**src/deqs_pkg.sv**
```systemverilog
// ----------------------------------------------------------------------------
// deqs_pkg: shared types and codes
// Request and result words, cell control and the return-chain word.
// ----------------------------------------------------------------------------
`default_nettype none

package deqs_pkg;

  localparam int unsigned DataW = 32;
  localparam int unsigned PosW  = 4;

  localparam logic [2:0] REQ_PUSH_BACK  = 3'd0;
  localparam logic [2:0] REQ_PUSH_FRONT = 3'd1;
  localparam logic [2:0] REQ_POP_FRONT  = 3'd2;
  localparam logic [2:0] REQ_POP_BACK   = 3'd3;
  localparam logic [2:0] REQ_SEARCH     = 3'd4;

  localparam logic [1:0] STAT_OK        = 2'd0;
  localparam logic [1:0] STAT_POP_EMPTY = 2'd1;
  localparam logic [1:0] STAT_PUSH_FULL = 2'd2;
  localparam logic [1:0] STAT_NOT_FOUND = 2'd3;

  typedef struct packed {
    logic [2:0]              req_type;
    logic signed [DataW-1:0] data_in;
  } req_t;

  typedef struct packed {
    logic signed [DataW-1:0] data_out;
    logic [1:0]              status;
    logic [PosW-1:0]         found_position;
    logic                    now_empty;
  } res_t;

  typedef enum logic [2:0] {
    CELL_HOLD,
    CELL_PUSH_BACK,
    CELL_SHIFT_RIGHT,
    CELL_SHIFT_LEFT,
    CELL_POP_BACK,
    CELL_SEARCH,
    CELL_RET_SHIFT
  } cell_op_e;

  typedef struct packed {
    cell_op_e         op;
    logic [DataW-1:0] key;
  } cell_ctrl_t;

  typedef struct packed {
    logic             hit;
    logic [DataW-1:0] data;
  } ret_t;

  typedef enum logic {
    ST_IDLE,
    ST_SCAN
  } state_e;

endpackage : deqs_pkg

`default_nettype wire

```
**src/deqs_cell.sv**
```systemverilog
// ----------------------------------------------------------------------------
// deqs_cell: one queue slot
// Holds one entry and its valid bit, shifts with its neighbors, and drives
// a return word that moves one cell toward the front per cycle while the chain is shifted.
// ----------------------------------------------------------------------------
`default_nettype none

module deqs_cell (
  input  wire logic                       clk_i,
  input  wire logic                       rst_ni,
  input  wire deqs_pkg::cell_ctrl_t       ctrl_i,
  input  wire logic [deqs_pkg::DataW-1:0] prev_data_i,
  input  wire logic                       prev_valid_i,
  input  wire logic [deqs_pkg::DataW-1:0] next_data_i,
  input  wire logic                       next_valid_i,
  input  wire deqs_pkg::ret_t             next_ret_i,
  output logic [deqs_pkg::DataW-1:0]      data_o,
  output logic                            valid_o,
  output deqs_pkg::ret_t                  ret_o
);

  logic [deqs_pkg::DataW-1:0] data_q, data_d;
  logic                       valid_q, valid_d;
  deqs_pkg::ret_t             ret_q, ret_d;

  always_comb begin
    data_d  = data_q;
    valid_d = valid_q;
    ret_d   = ret_q;
    case (ctrl_i.op)
      deqs_pkg::CELL_PUSH_BACK: begin
        if (!valid_q && prev_valid_i) begin
          data_d  = ctrl_i.key;
          valid_d = 1'b1;
        end
      end
      deqs_pkg::CELL_SHIFT_RIGHT: begin
        data_d  = prev_data_i;
        valid_d = prev_valid_i;
      end
      deqs_pkg::CELL_SHIFT_LEFT: begin
        data_d  = next_data_i;
        valid_d = next_valid_i;
      end
      deqs_pkg::CELL_POP_BACK: begin
        ret_d.hit  = valid_q && !next_valid_i;
        ret_d.data = data_q;
        if (valid_q && !next_valid_i) begin
          valid_d = 1'b0;
        end
      end
      deqs_pkg::CELL_SEARCH: begin
        ret_d.hit  = valid_q && (data_q == ctrl_i.key);
        ret_d.data = data_q;
      end
      deqs_pkg::CELL_RET_SHIFT: begin
        ret_d = next_ret_i;
      end
      default: begin
        ret_d = ret_q;
      end
    endcase
  end

  always_ff @(posedge clk_i or negedge rst_ni) begin
    if (!rst_ni) begin
      valid_q <= 1'b0;
      ret_q   <= '0;
    end else begin
      valid_q <= valid_d;
      ret_q   <= ret_d;
    end
  end

  always_ff @(posedge clk_i) begin
    data_q <= data_d;
  end

  assign data_o  = data_q;
  assign valid_o = valid_q;
  assign ret_o   = ret_q;

endmodule : deqs_cell

`default_nettype wire

```
**src/double_ended_queue_with_search.sv**
```systemverilog
// ----------------------------------------------------------------------------
// double_ended_queue_with_search: bounded deque of signed 32-bit words
// Push and pop at both ends, and search for the first matching entry.
// ----------------------------------------------------------------------------
// Usage:
//   Drive req_i and raise start; the word is taken at a clock edge where
//   start is high and busy is low. Every request gives one result word on
//   res_o, marked by done_o for exactly one cycle.
//   Push back, push front, pop front, and any pop or push that fails
//   complete without a scan: done_o rises the cycle after the request is taken,
//   and busy stays low, so these may follow each other in every cycle.
//   Pop back and search load a return word into every cell of the chain;
//   that word moves one cell toward the front per cycle, and the scan ends
//   when a hit reaches the front cell or, for a search, when the scan has
//   passed the last entry. busy is high until the result is shown.
//   Reset empties the queue at once; no clearing pass is run.
//   The receiver cannot stall: each result is valid for one cycle only.
// ----------------------------------------------------------------------------
`default_nettype none

module double_ended_queue_with_search #(
  parameter int unsigned DEPTH = 16
) (
  input  wire logic            clk_i,
  input  wire logic            rst_ni,
  input  wire logic            start,
  input  wire deqs_pkg::req_t  req_i,
  output logic                 busy,
  output logic                 done_o,
  output deqs_pkg::res_t       res_o
);

  localparam int unsigned CntW = $clog2(DEPTH + 1);
  localparam int unsigned IdxW = $clog2(DEPTH);

  deqs_pkg::state_e           state_q, state_d;
  logic [CntW-1:0]            count_q, count_d;
  logic [IdxW-1:0]            scan_q, scan_d;
  logic                       pop_q, pop_d;
  logic                       done_q, done_d;
  deqs_pkg::res_t             res_q, res_d;
  deqs_pkg::cell_ctrl_t       ctrl;

  logic [deqs_pkg::DataW-1:0] cell_data  [DEPTH];
  logic                       cell_valid [DEPTH];
  deqs_pkg::ret_t             cell_ret   [DEPTH];

  for (genvar i = 0; i < DEPTH; i++) begin : g_cell
    logic [deqs_pkg::DataW-1:0] prev_data, next_data;
    logic                       prev_valid, next_valid;
    deqs_pkg::ret_t             next_ret;

    if (i == 0) begin : g_first
      assign prev_data  = ctrl.key;
      assign prev_valid = 1'b1;
    end else begin : g_mid
      assign prev_data  = cell_data[i-1];
      assign prev_valid = cell_valid[i-1];
    end

    if (i == DEPTH - 1) begin : g_last
      assign next_data  = '0;
      assign next_valid = 1'b0;
      assign next_ret   = '0;
    end else begin : g_inner
      assign next_data  = cell_data[i+1];
      assign next_valid = cell_valid[i+1];
      assign next_ret   = cell_ret[i+1];
    end

    deqs_cell u_cell (
      .clk_i        (clk_i),
      .rst_ni       (rst_ni),
      .ctrl_i       (ctrl),
      .prev_data_i  (prev_data),
      .prev_valid_i (prev_valid),
      .next_data_i  (next_data),
      .next_valid_i (next_valid),
      .next_ret_i   (next_ret),
      .data_o       (cell_data[i]),
      .valid_o      (cell_valid[i]),
      .ret_o        (cell_ret[i])
    );
  end

  always_comb begin
    state_d  = state_q;
    count_d  = count_q;
    scan_d   = scan_q;
    pop_d    = pop_q;
    done_d   = 1'b0;
    res_d    = res_q;
    ctrl.op  = deqs_pkg::CELL_HOLD;
    ctrl.key = req_i.data_in;
    case (state_q)
      deqs_pkg::ST_IDLE: begin
        if (start) begin
          res_d  = '0;
          done_d = 1'b1;
          case (req_i.req_type)
            deqs_pkg::REQ_PUSH_BACK: begin
              if (count_q == CntW'(DEPTH)) begin
                res_d.status = deqs_pkg::STAT_PUSH_FULL;
              end else begin
                ctrl.op = deqs_pkg::CELL_PUSH_BACK;
                count_d = count_q + 1'b1;
              end
            end
            deqs_pkg::REQ_PUSH_FRONT: begin
              if (count_q == CntW'(DEPTH)) begin
                res_d.status = deqs_pkg::STAT_PUSH_FULL;
              end else begin
                ctrl.op = deqs_pkg::CELL_SHIFT_RIGHT;
                count_d = count_q + 1'b1;
              end
            end
            deqs_pkg::REQ_POP_FRONT: begin
              if (count_q == '0) begin
                res_d.status = deqs_pkg::STAT_POP_EMPTY;
              end else begin
                ctrl.op        = deqs_pkg::CELL_SHIFT_LEFT;
                count_d        = count_q - 1'b1;
                res_d.data_out = cell_data[0];
              end
            end
            deqs_pkg::REQ_POP_BACK: begin
              if (count_q == '0) begin
                res_d.status = deqs_pkg::STAT_POP_EMPTY;
              end else begin
                ctrl.op = deqs_pkg::CELL_POP_BACK;
                count_d = count_q - 1'b1;
                scan_d  = '0;
                pop_d   = 1'b1;
                done_d  = 1'b0;
                state_d = deqs_pkg::ST_SCAN;
              end
            end
            deqs_pkg::REQ_SEARCH: begin
              ctrl.op = deqs_pkg::CELL_SEARCH;
              scan_d  = '0;
              pop_d   = 1'b0;
              done_d  = 1'b0;
              state_d = deqs_pkg::ST_SCAN;
            end
            default: begin
              res_d.status = deqs_pkg::STAT_OK;
            end
          endcase
        end
      end
      deqs_pkg::ST_SCAN: begin
        if (cell_ret[0].hit) begin
          done_d        = 1'b1;
          res_d         = '0;
          state_d       = deqs_pkg::ST_IDLE;
          if (pop_q) begin
            res_d.data_out = cell_ret[0].data;
          end else begin
            res_d.found_position = deqs_pkg::PosW'(scan_q);
          end
        end else if (!pop_q && ((CntW'(scan_q) + CntW'(1)) >= count_q)) begin
          done_d       = 1'b1;
          res_d        = '0;
          res_d.status = deqs_pkg::STAT_NOT_FOUND;
          state_d      = deqs_pkg::ST_IDLE;
        end else begin
          ctrl.op = deqs_pkg::CELL_RET_SHIFT;
          scan_d  = scan_q + 1'b1;
        end
      end
      default: begin
        state_d = deqs_pkg::ST_IDLE;
      end
    endcase
    res_d.now_empty = (count_d == '0);
  end

  always_ff @(posedge clk_i or negedge rst_ni) begin
    if (!rst_ni) begin
      state_q <= deqs_pkg::ST_IDLE;
      count_q <= '0;
      scan_q  <= '0;
      pop_q   <= 1'b0;
      done_q  <= 1'b0;
    end else begin
      state_q <= state_d;
      count_q <= count_d;
      scan_q  <= scan_d;
      pop_q   <= pop_d;
      done_q  <= done_d;
    end
  end

  always_ff @(posedge clk_i) begin
    res_q <= res_d;
  end

  assign busy   = (state_q != deqs_pkg::ST_IDLE);
  assign done_o = done_q;
  assign res_o  = res_q;

endmodule : double_ended_queue_with_search

`default_nettype wire
```
**config.mk**
```make
export PLATFORM = sky130hd
export DESIGN_NAME = double_ended_queue_with_search
export DESIGN_NICKNAME = d
export VERILOG_FILES = /design/src/deqs_pkg.sv /design/src/deqs_cell.sv /design/src/double_ended_queue_with_search.sv
export SDC_FILE = /design/constraint.sdc
export NUM_CORES = 2
export LEC_CHECK = 0
export ABC_AREA = 1
export BUFFER_PORTS_ARGS = -buffer_cell sky130_fd_sc_hd__buf_2
export CORE_AREA = 8 8 368 370
export CTS_BUF_LIST = sky130_fd_sc_hd__clkbuf_4
export CTS_CLUSTER_DIAMETER = 50
export DETAILED_ROUTE_END_ITERATION = 7
export DIE_AREA = 0 0 376 378
export PLACE_DENSITY = 0.66
export REMOVE_ABC_BUFFERS = 1
export SETUP_SLACK_MARGIN = 0.5
export SKIP_LAST_GASP = 1
export SLEW_MARGIN = 20
export SYNTH_ARGS = -nofsm -noshare
export SYNTH_HDL_FRONTEND = slang
export SYNTH_SLANG_ARGS = --single-unit
```
**constraint.sdc**
```tcl
create_clock -name clk_i -period 5.05 [get_ports clk_i]
set_clock_uncertainty 0.05 [all_clocks]
set_input_delay 1.01 -clock clk_i [delete_from_list [all_inputs] [get_ports clk_i]]
set_output_delay 1.01 -clock clk_i [all_outputs]
set_load 0.005 [all_outputs]
```
==> Word-level counts from Yosys, hierarchy flattened <==
Cells that the tools add are included.
{ "op_classes": {"n_lt_le_gt_ge": 1, "n_reduce_logical": 96, "bitwise": 1, "n_addsub": 4, "n_eq_ne": 65, "muxes": 139} }
{ "op_table": {"columns": ["op", "n"], "rows": [
  ["33-bit one-hot mux with 3 select lines", 16],
  ["32-bit one-hot mux with 3 select lines", 16],
  ["32-bit two-way mux", 19],
  ["32-bit == test", 16],
  ["39-bit two-way mux", 3],
  ["39-bit one-hot mux with 2 select lines", 1],
  ["2-bit by 1-bit != test with 1-bit output (second input constant)", 30],
  ["1-bit one-hot mux with 4 select lines", 14],
  ["3-bit AND reduction", 14],
  ["1-bit two-way mux", 41],
  ["2-bit AND reduction", 19],
  ["1-bit logical AND", 32],
  ["4-bit two-way mux", 5],
  ["5-bit two-way mux", 4],
  ["1-bit logical NOT", 16],
  ["4-bit one-hot mux with 2 select lines", 2],
  ["3-bit one-hot mux with 5 select lines", 1],
  ["3-bit by 2-bit == test with 1-bit output (second input constant)", 4],
  ["3-bit == test (second input constant)", 4],
  ["3-bit two-way mux", 4],
  ["3-bit nonzero test", 4],
  ["5-bit logical NOT", 2],
  ["2-bit != test (second input constant)", 5],
  ["1-bit one-hot mux with 2 select lines", 5],
  ["21 further kinds", 29]
]} }
{ "totals": {"out_inout_bits": 41, "regBits": 1107, "wordCells": 379, "input_bits": 38} }

==> Logic depth before layout (Yosys ltp) <==
{ "logic_depth": {"ltp_word": 10, "ltp_mapped": 18, "mapped_depth_nobuf": 17} }

==> By module <==
A second synthesis with hierarchy kept.
{ "unflattened": {"hier_cells": 7903, "area_unflattened_um2": 64419.3} }
{ "modules_own_cells": {"columns": ["module", "n_inst", "area_per_inst_um2", "cells_each"], "rows": [
  ["deqs_cell", 16, 3849.9, 474],
  ["double_ended_queue_with_search", 1, 2820.2, 319]
]} }

==> Worst setup path before layout <==
No wires, ideal clock.
{ "synth_timing": {"path_kind": "input -> register", "start": "input req_i[34] (netlist name)", "end": "register g_cell[11].u_cell.data_q, in the netlist g_cell[11].u_cell.data_o[0], enable pin", "arrival_ns": 3.776, "path_slack_ns": 0.792, "n_path_buf": 3, "setup_ns": 0.432, "cell_stages": 10, "t_required_ns": 4.568, "cell_sequence": "buf_2 -> nor3_1 -> nand2_2 -> nand2_1 -> nand2_2 -> nand2_4 -> nor2_2 -> buf_2 -> buf_2 -> a21oi_1"} }
{ "synth_via": {"elab_chain_cells": 7} }
{ "synth_lines": {"columns": ["element", "line_no", "rtl"], "rows": [
  ["from (decl)", "double_ended_queue_with_search.sv:27", "input wire deqs_pkg::req_t req_i,"],
  ["3-bit == test, or another cell as far along", "double_ended_queue_with_search.sv:100", "case (req_i.req_type)"],
  ["3-bit one-hot mux with 5 select lines (*)", "double_ended_queue_with_search.sv:100", null],
  ["3-bit two-way mux (*)", "double_ended_queue_with_search.sv:97", "if (start) begin"],
  ["3-bit one-hot mux with 2 select lines (*)", "double_ended_queue_with_search.sv:95", "case (state_q)"],
  ["3-bit by 1-bit == test with 1-bit output / 3-bit by 2-bit == test with 1-bit output (equally long branches)", "deqs_cell.sv:30", "case (ctrl_i.op)"],
  ["2-bit by 1-bit != test with 1-bit output (no line) / 3-bit nonzero test (equally long branches)", null, null],
  ["2-bit AND reduction (no line) (*)", null, null],
  ["to (signal assigned)", "deqs_cell.sv:76", "data_q <= data_d;"],
  ["to (decl)", "deqs_cell.sv:22", "logic [deqs_pkg::DataW-1:0] data_q, data_d;"]
]} }
Mark *: on every way between the ends. The rest lies on a longest branch, timed or not.
A chain may end at the register's enable or synchronous reset.

==> Final worst setup path <==
{ "layout_timing": {"start": "register scan_q[0]", "end": "register g_cell[3].u_cell.data_q, in the netlist g_cell[3].u_cell.data_o[15], data pin"} }
{ "layout_via": {"elab_chain_cells": 8} }
{ "layout_lines": {"columns": ["element", "line_no", "rtl"], "rows": [
  ["from (decl)", "double_ended_queue_with_search.sv:38", "logic [IdxW-1:0] scan_q, scan_d;"],
  ["from (signal assigned)", "double_ended_queue_with_search.sv:188", "scan_q <= scan_d;"],
  ["4-bit by 1-bit adder with 5-bit output (*)", "double_ended_queue_with_search.sv:161", "end else if (!pop_q && ((CntW'(scan_q) + CntW'(1)) >= count_q)) begin"],
  ["5-bit >= comparator (*)", "double_ended_queue_with_search.sv:161", null],
  ["1-bit logical AND (*)", "double_ended_queue_with_search.sv:161", null],
  ["3-bit two-way mux (*)", "double_ended_queue_with_search.sv:161", null],
  ["3-bit two-way mux (*)", "double_ended_queue_with_search.sv:152", "if (cell_ret[0].hit) begin"],
  ["3-bit one-hot mux with 2 select lines (*)", "double_ended_queue_with_search.sv:95", null],
  ["3-bit by 2-bit == test with 1-bit output / 3-bit by 1-bit == test with 1-bit output (equally long branches)", "deqs_cell.sv:30", null],
  ["32-bit one-hot mux with 3 select lines (*)", "deqs_cell.sv:30", null],
  ["via g_cell[3].u_cell.data_d (one bit)", "deqs_cell.sv:22", null],
  ["to (signal assigned)", "deqs_cell.sv:76", null],
  ["to (decl)", "deqs_cell.sv:22", null]
]} }
Mark *: on every way through the listed nets, which the timed path passes. The rest lies on a longest branch.

==> impl_metrics.ini <==
[grt]
grt_pass1_wl_um = 313000
gr-usage-all-layers_pct = 28.3
grt_remaining_overflow = 0
grt_pass1_vias = 49500
antenna_found_initial = 8
grt_max_degree = 216

[min_path]
hold_path.class = input port to register
hold_end = count_q[2]
min_from = start
hold_depth = 5

[sta]
max_freq_ghz = 0.243
slew_violations = 0
fin_crit_sh_pct = 81.4
relSlewSlack_pct = 19.5
setup_viol = 0
worstMarginPinSlew_ns = 1.21
hold_viol_final = 0
period_needed_ns = 4.11
grt_setup_unrepaired = false
timing.hold.ws_ns = 0.205

[die]
start_util_pct = 44.4
fp-row-count = 133
core_area_mm2 = 0.130
io_pins = 79
die-area_mm2 = 0.142
die_x_um = 376
die_h_um = 378

[detailed_routing]
drc = 0
drtIter0Drc = 7194
drtAntennaViolNets = 0
vias_per_cell = 5.95
drt-pass1-iter-count = 6
avgRoutedWirePerCell_um = 23.5
num_vias = 52500
drt_wl_total_um = 207000

[layout]
fin_nets = 6866
drive_gt1_share_pct = 10.5
fin_cells = 8822
areaGrowthSynthToFinish_pct = 10.1

[clock_tree]
cts_buffers = 316
clk_latency_ns = 1.32
cts_tree = built
clock-root-buffer = clkbuf_4
htreeDepth = 5
cts_max_path_buffers = 4
cts_sinks = 1107
clk_pin_slew_ns = 0.07
post-cts-setup-buffers = 0

[power]
p_seq_share_pct = 45.4
comb_power_share_pct = 28.9
swShare_pct = 38.2
power.density_mw_per_mm2 = 531
p_sw_mw = 12.9
leakage_nw = 25.2
internal_power_mw = 20.9
irDropWorstVdd_mv = 0.313
pwr-share-clk_pct = 25.7

[setup_path]
rr_endpoint = g_cell[3].u_cell.data_o[15]
crit_family = buffers and inverters
critPathArrivalTime_ns = 5.11
endpoint_kind = register
critical_path.max_stage_delay_ns = 0.84
r2r_setup_slack_ns = 0.94
critPathBufInv = 2
r2r-start = scan_q[0]
slowest_stage = buf_4
crit_path_start_kind = register
critPathRequiredTime_ns = 6.05
r2r_cells = 14
critical_path_class = register to register
crit_fanout = 57
path_cells = ha_1 -> xor2_1 -> ha_1 -> nand2_1 -> nand2_1 -> nand2_1 -> nand3_1 -> nand2_1 -> nand2_8 -> nand2_8 -> buf_4 -> buf_4 -> nand4_1 -> o211ai_1
timing.critical_path.mode_cell = nand2_1

[yosys]
synth_edf_count = 550
synth_top_area_share_pct = 28.6
ys.flop_type = dfrtp_1
ys.warnings.count = 0
synth_largest_area_cell = edfxtp_1
synthArstFlopShare_pct = 50.2
synth_seq_area_share_pct = 52.7
yosysMostFrequentCell = nand2_1
avgSynthCellArea_um2 = 8.45
synthTopCellsByCount = 1632 x nand2_1, 715 x nor2_1, 601 x o21ai_0
ys_seq_elements = 1107
synthTopCellsByArea = edfxtp_1 29%, dfrtp_1 24%, nand2_1 11%
synth_cell_types = 38
synth_area_mm2 = 0.0578
synthCells = 6842

[placed_design]
hpwl_um = 130000
place.port_buffers = 78
gp_congestion = 0.963
dp.cells = 8254

[status]
status = completed

[flow_run]
drv_cap = 0
[how the worst max path moves through the flow]
| stage | start | endpoint | slack [ns] | depth (start not counted) |
|---|---|---|---|---|
| after global routing | scan_q[0] | g_cell[3].u_cell.data_o[15] | 0.75 | 15 |
| final | scan_q[0] | g_cell[3].u_cell.data_o[15] | 0.94 | 14 |
| after detailed placement | req_i[34] | g_cell[1].u_cell.data_o[15] | 0.79 | 10 |
| after CTS | scan_q[0] | g_cell[3].u_cell.data_o[15] | 1.04 | 14 |
| after global placement | req_i[33] | g_cell[1].u_cell.data_o[18] | 0.81 | 11 |
| after floorplan | scan_q[0] | busy | -9.59 | 10 |
[what timing repair did]
| action | 4_1_cts | 5_1_grt |
|---|---|---|
| gates resized for setup | 0 | 0 |
| endpoints found under the hold margin | 44 | 0 |
| hold buffers | 1 | 0 |
[power groups by stage]
stage                     combinational, mW  clock, mW  sequential, mW
after floorplan                        6.45          0            14.8
after global placement                 9.29          0            15.4
after global routing                   10.7       9.29            15.7
final                                  9.76       8.68            15.3
after CTS                              9.56       8.81            15.3
after detailed placement               9.50          0            15.4
[flip-flops by register name, indices dropped and copies added, names as in the netlist]
name / count
res_o: 39
g_cell.u_cell.data_o: 512
pop_q: 1
g_cell.u_cell.ret_o: 528
done_o: 1
busy: 1
g_cell.u_cell.valid_o: 16
scan_q: 4
count_q: 5
[cells in the final DEF (no fill, tap or decap), types with 5 or more instances in the layout]
cell type and instances:
nand2_1 1630, nor2_1 715, o21ai_0 601, dfrtp_1 556, edfxtp_1 550, clkbuf_4 514
inv_1 505, a21oi_1 461, o211ai_1 367, nand4_1 235, nand3_1 174, xor2_1 160
nor3_1 106, buf_2 77, buf_4 61, o22ai_1 50, xnor2_1 45, a22oi_1 33
o32ai_1 32, buf_12 29, clkinv_1 28, o21ai_1 26, a22o_1 24, a21oi_4 18
diode_2 11, inv_2 9, ha_1 9, clkinv_2 8, nand2_8 5
[worst reg2reg max path: cells and delay by family, from the launching register on]
| family | cells | cell delay, ns |
|---|---|---|
| DFF | 1 | 0.45 |
| adders and majority gates | 2 | 0.52 |
| xor gates and xnor gates | 1 | 0.19 |
| and+or+nand+nor | 8 | 1.16 |
| AOI/OAI and AO/OA | 1 | 0.14 |
| buffers and inverters | 2 | 1.36 |
[metrics by stage]
step / util, % / power (mW) / setup TNS [ns] / setup slack, ns / area, um^2
after floorplan: - / 21.2 / -9213.04 / -9.59 / 55500
after global placement: 45.7 / 24.6 / 0 / 0.811 / 59400
after detailed placement: 45.7 / 24.9 / 0 / 0.785 / 59400
after CTS: 48.8 / 33.6 / 0 / 1.04 / 63500
after global routing: 48.9 / 35.7 / 0 / 0.754 / 63600
final: 48.9 / 33.8 / 0 / 0.938 / 63600
[per-layer routing]
metal	wire length (um)	vias up	global-route usage, %
li1	-	23400	-
met1	82600	25200	39.1
met2	89800	3348	41.4
met3	25600	537	8.53
met4	9030	4	12.1
met5	26	-	0
[area by class of cell]
class / instances / area (um^2)
inverter: 514 / 1950
fill: 12600 / 66500
multi-input combinational: 4710 / 23400
timing repair buffer: 170 / 1480
clock inverter: 41 / 243
tap: 1755 / 2200
sequential: 1107 / 30400
clock buffer: 514 / 3860
antenna: 11 / 27.5
[logic make-up (layout without fill, tap and decap cells)]
logic type	after synthesis	count (layout)	share of synthesized area, %
and+or+nand+nor	2881	2881	20.5
AOI/OAI and AO/OA	1615	1615	16.2
buffers and inverters	1025	1239	7.28
other	0	11	0
DFF	1107	1107	52.7
xor gates and xnor gates	205	205	3.11
adders and majority gates	9	9	0.195
(Power assumes the default switching activity.)
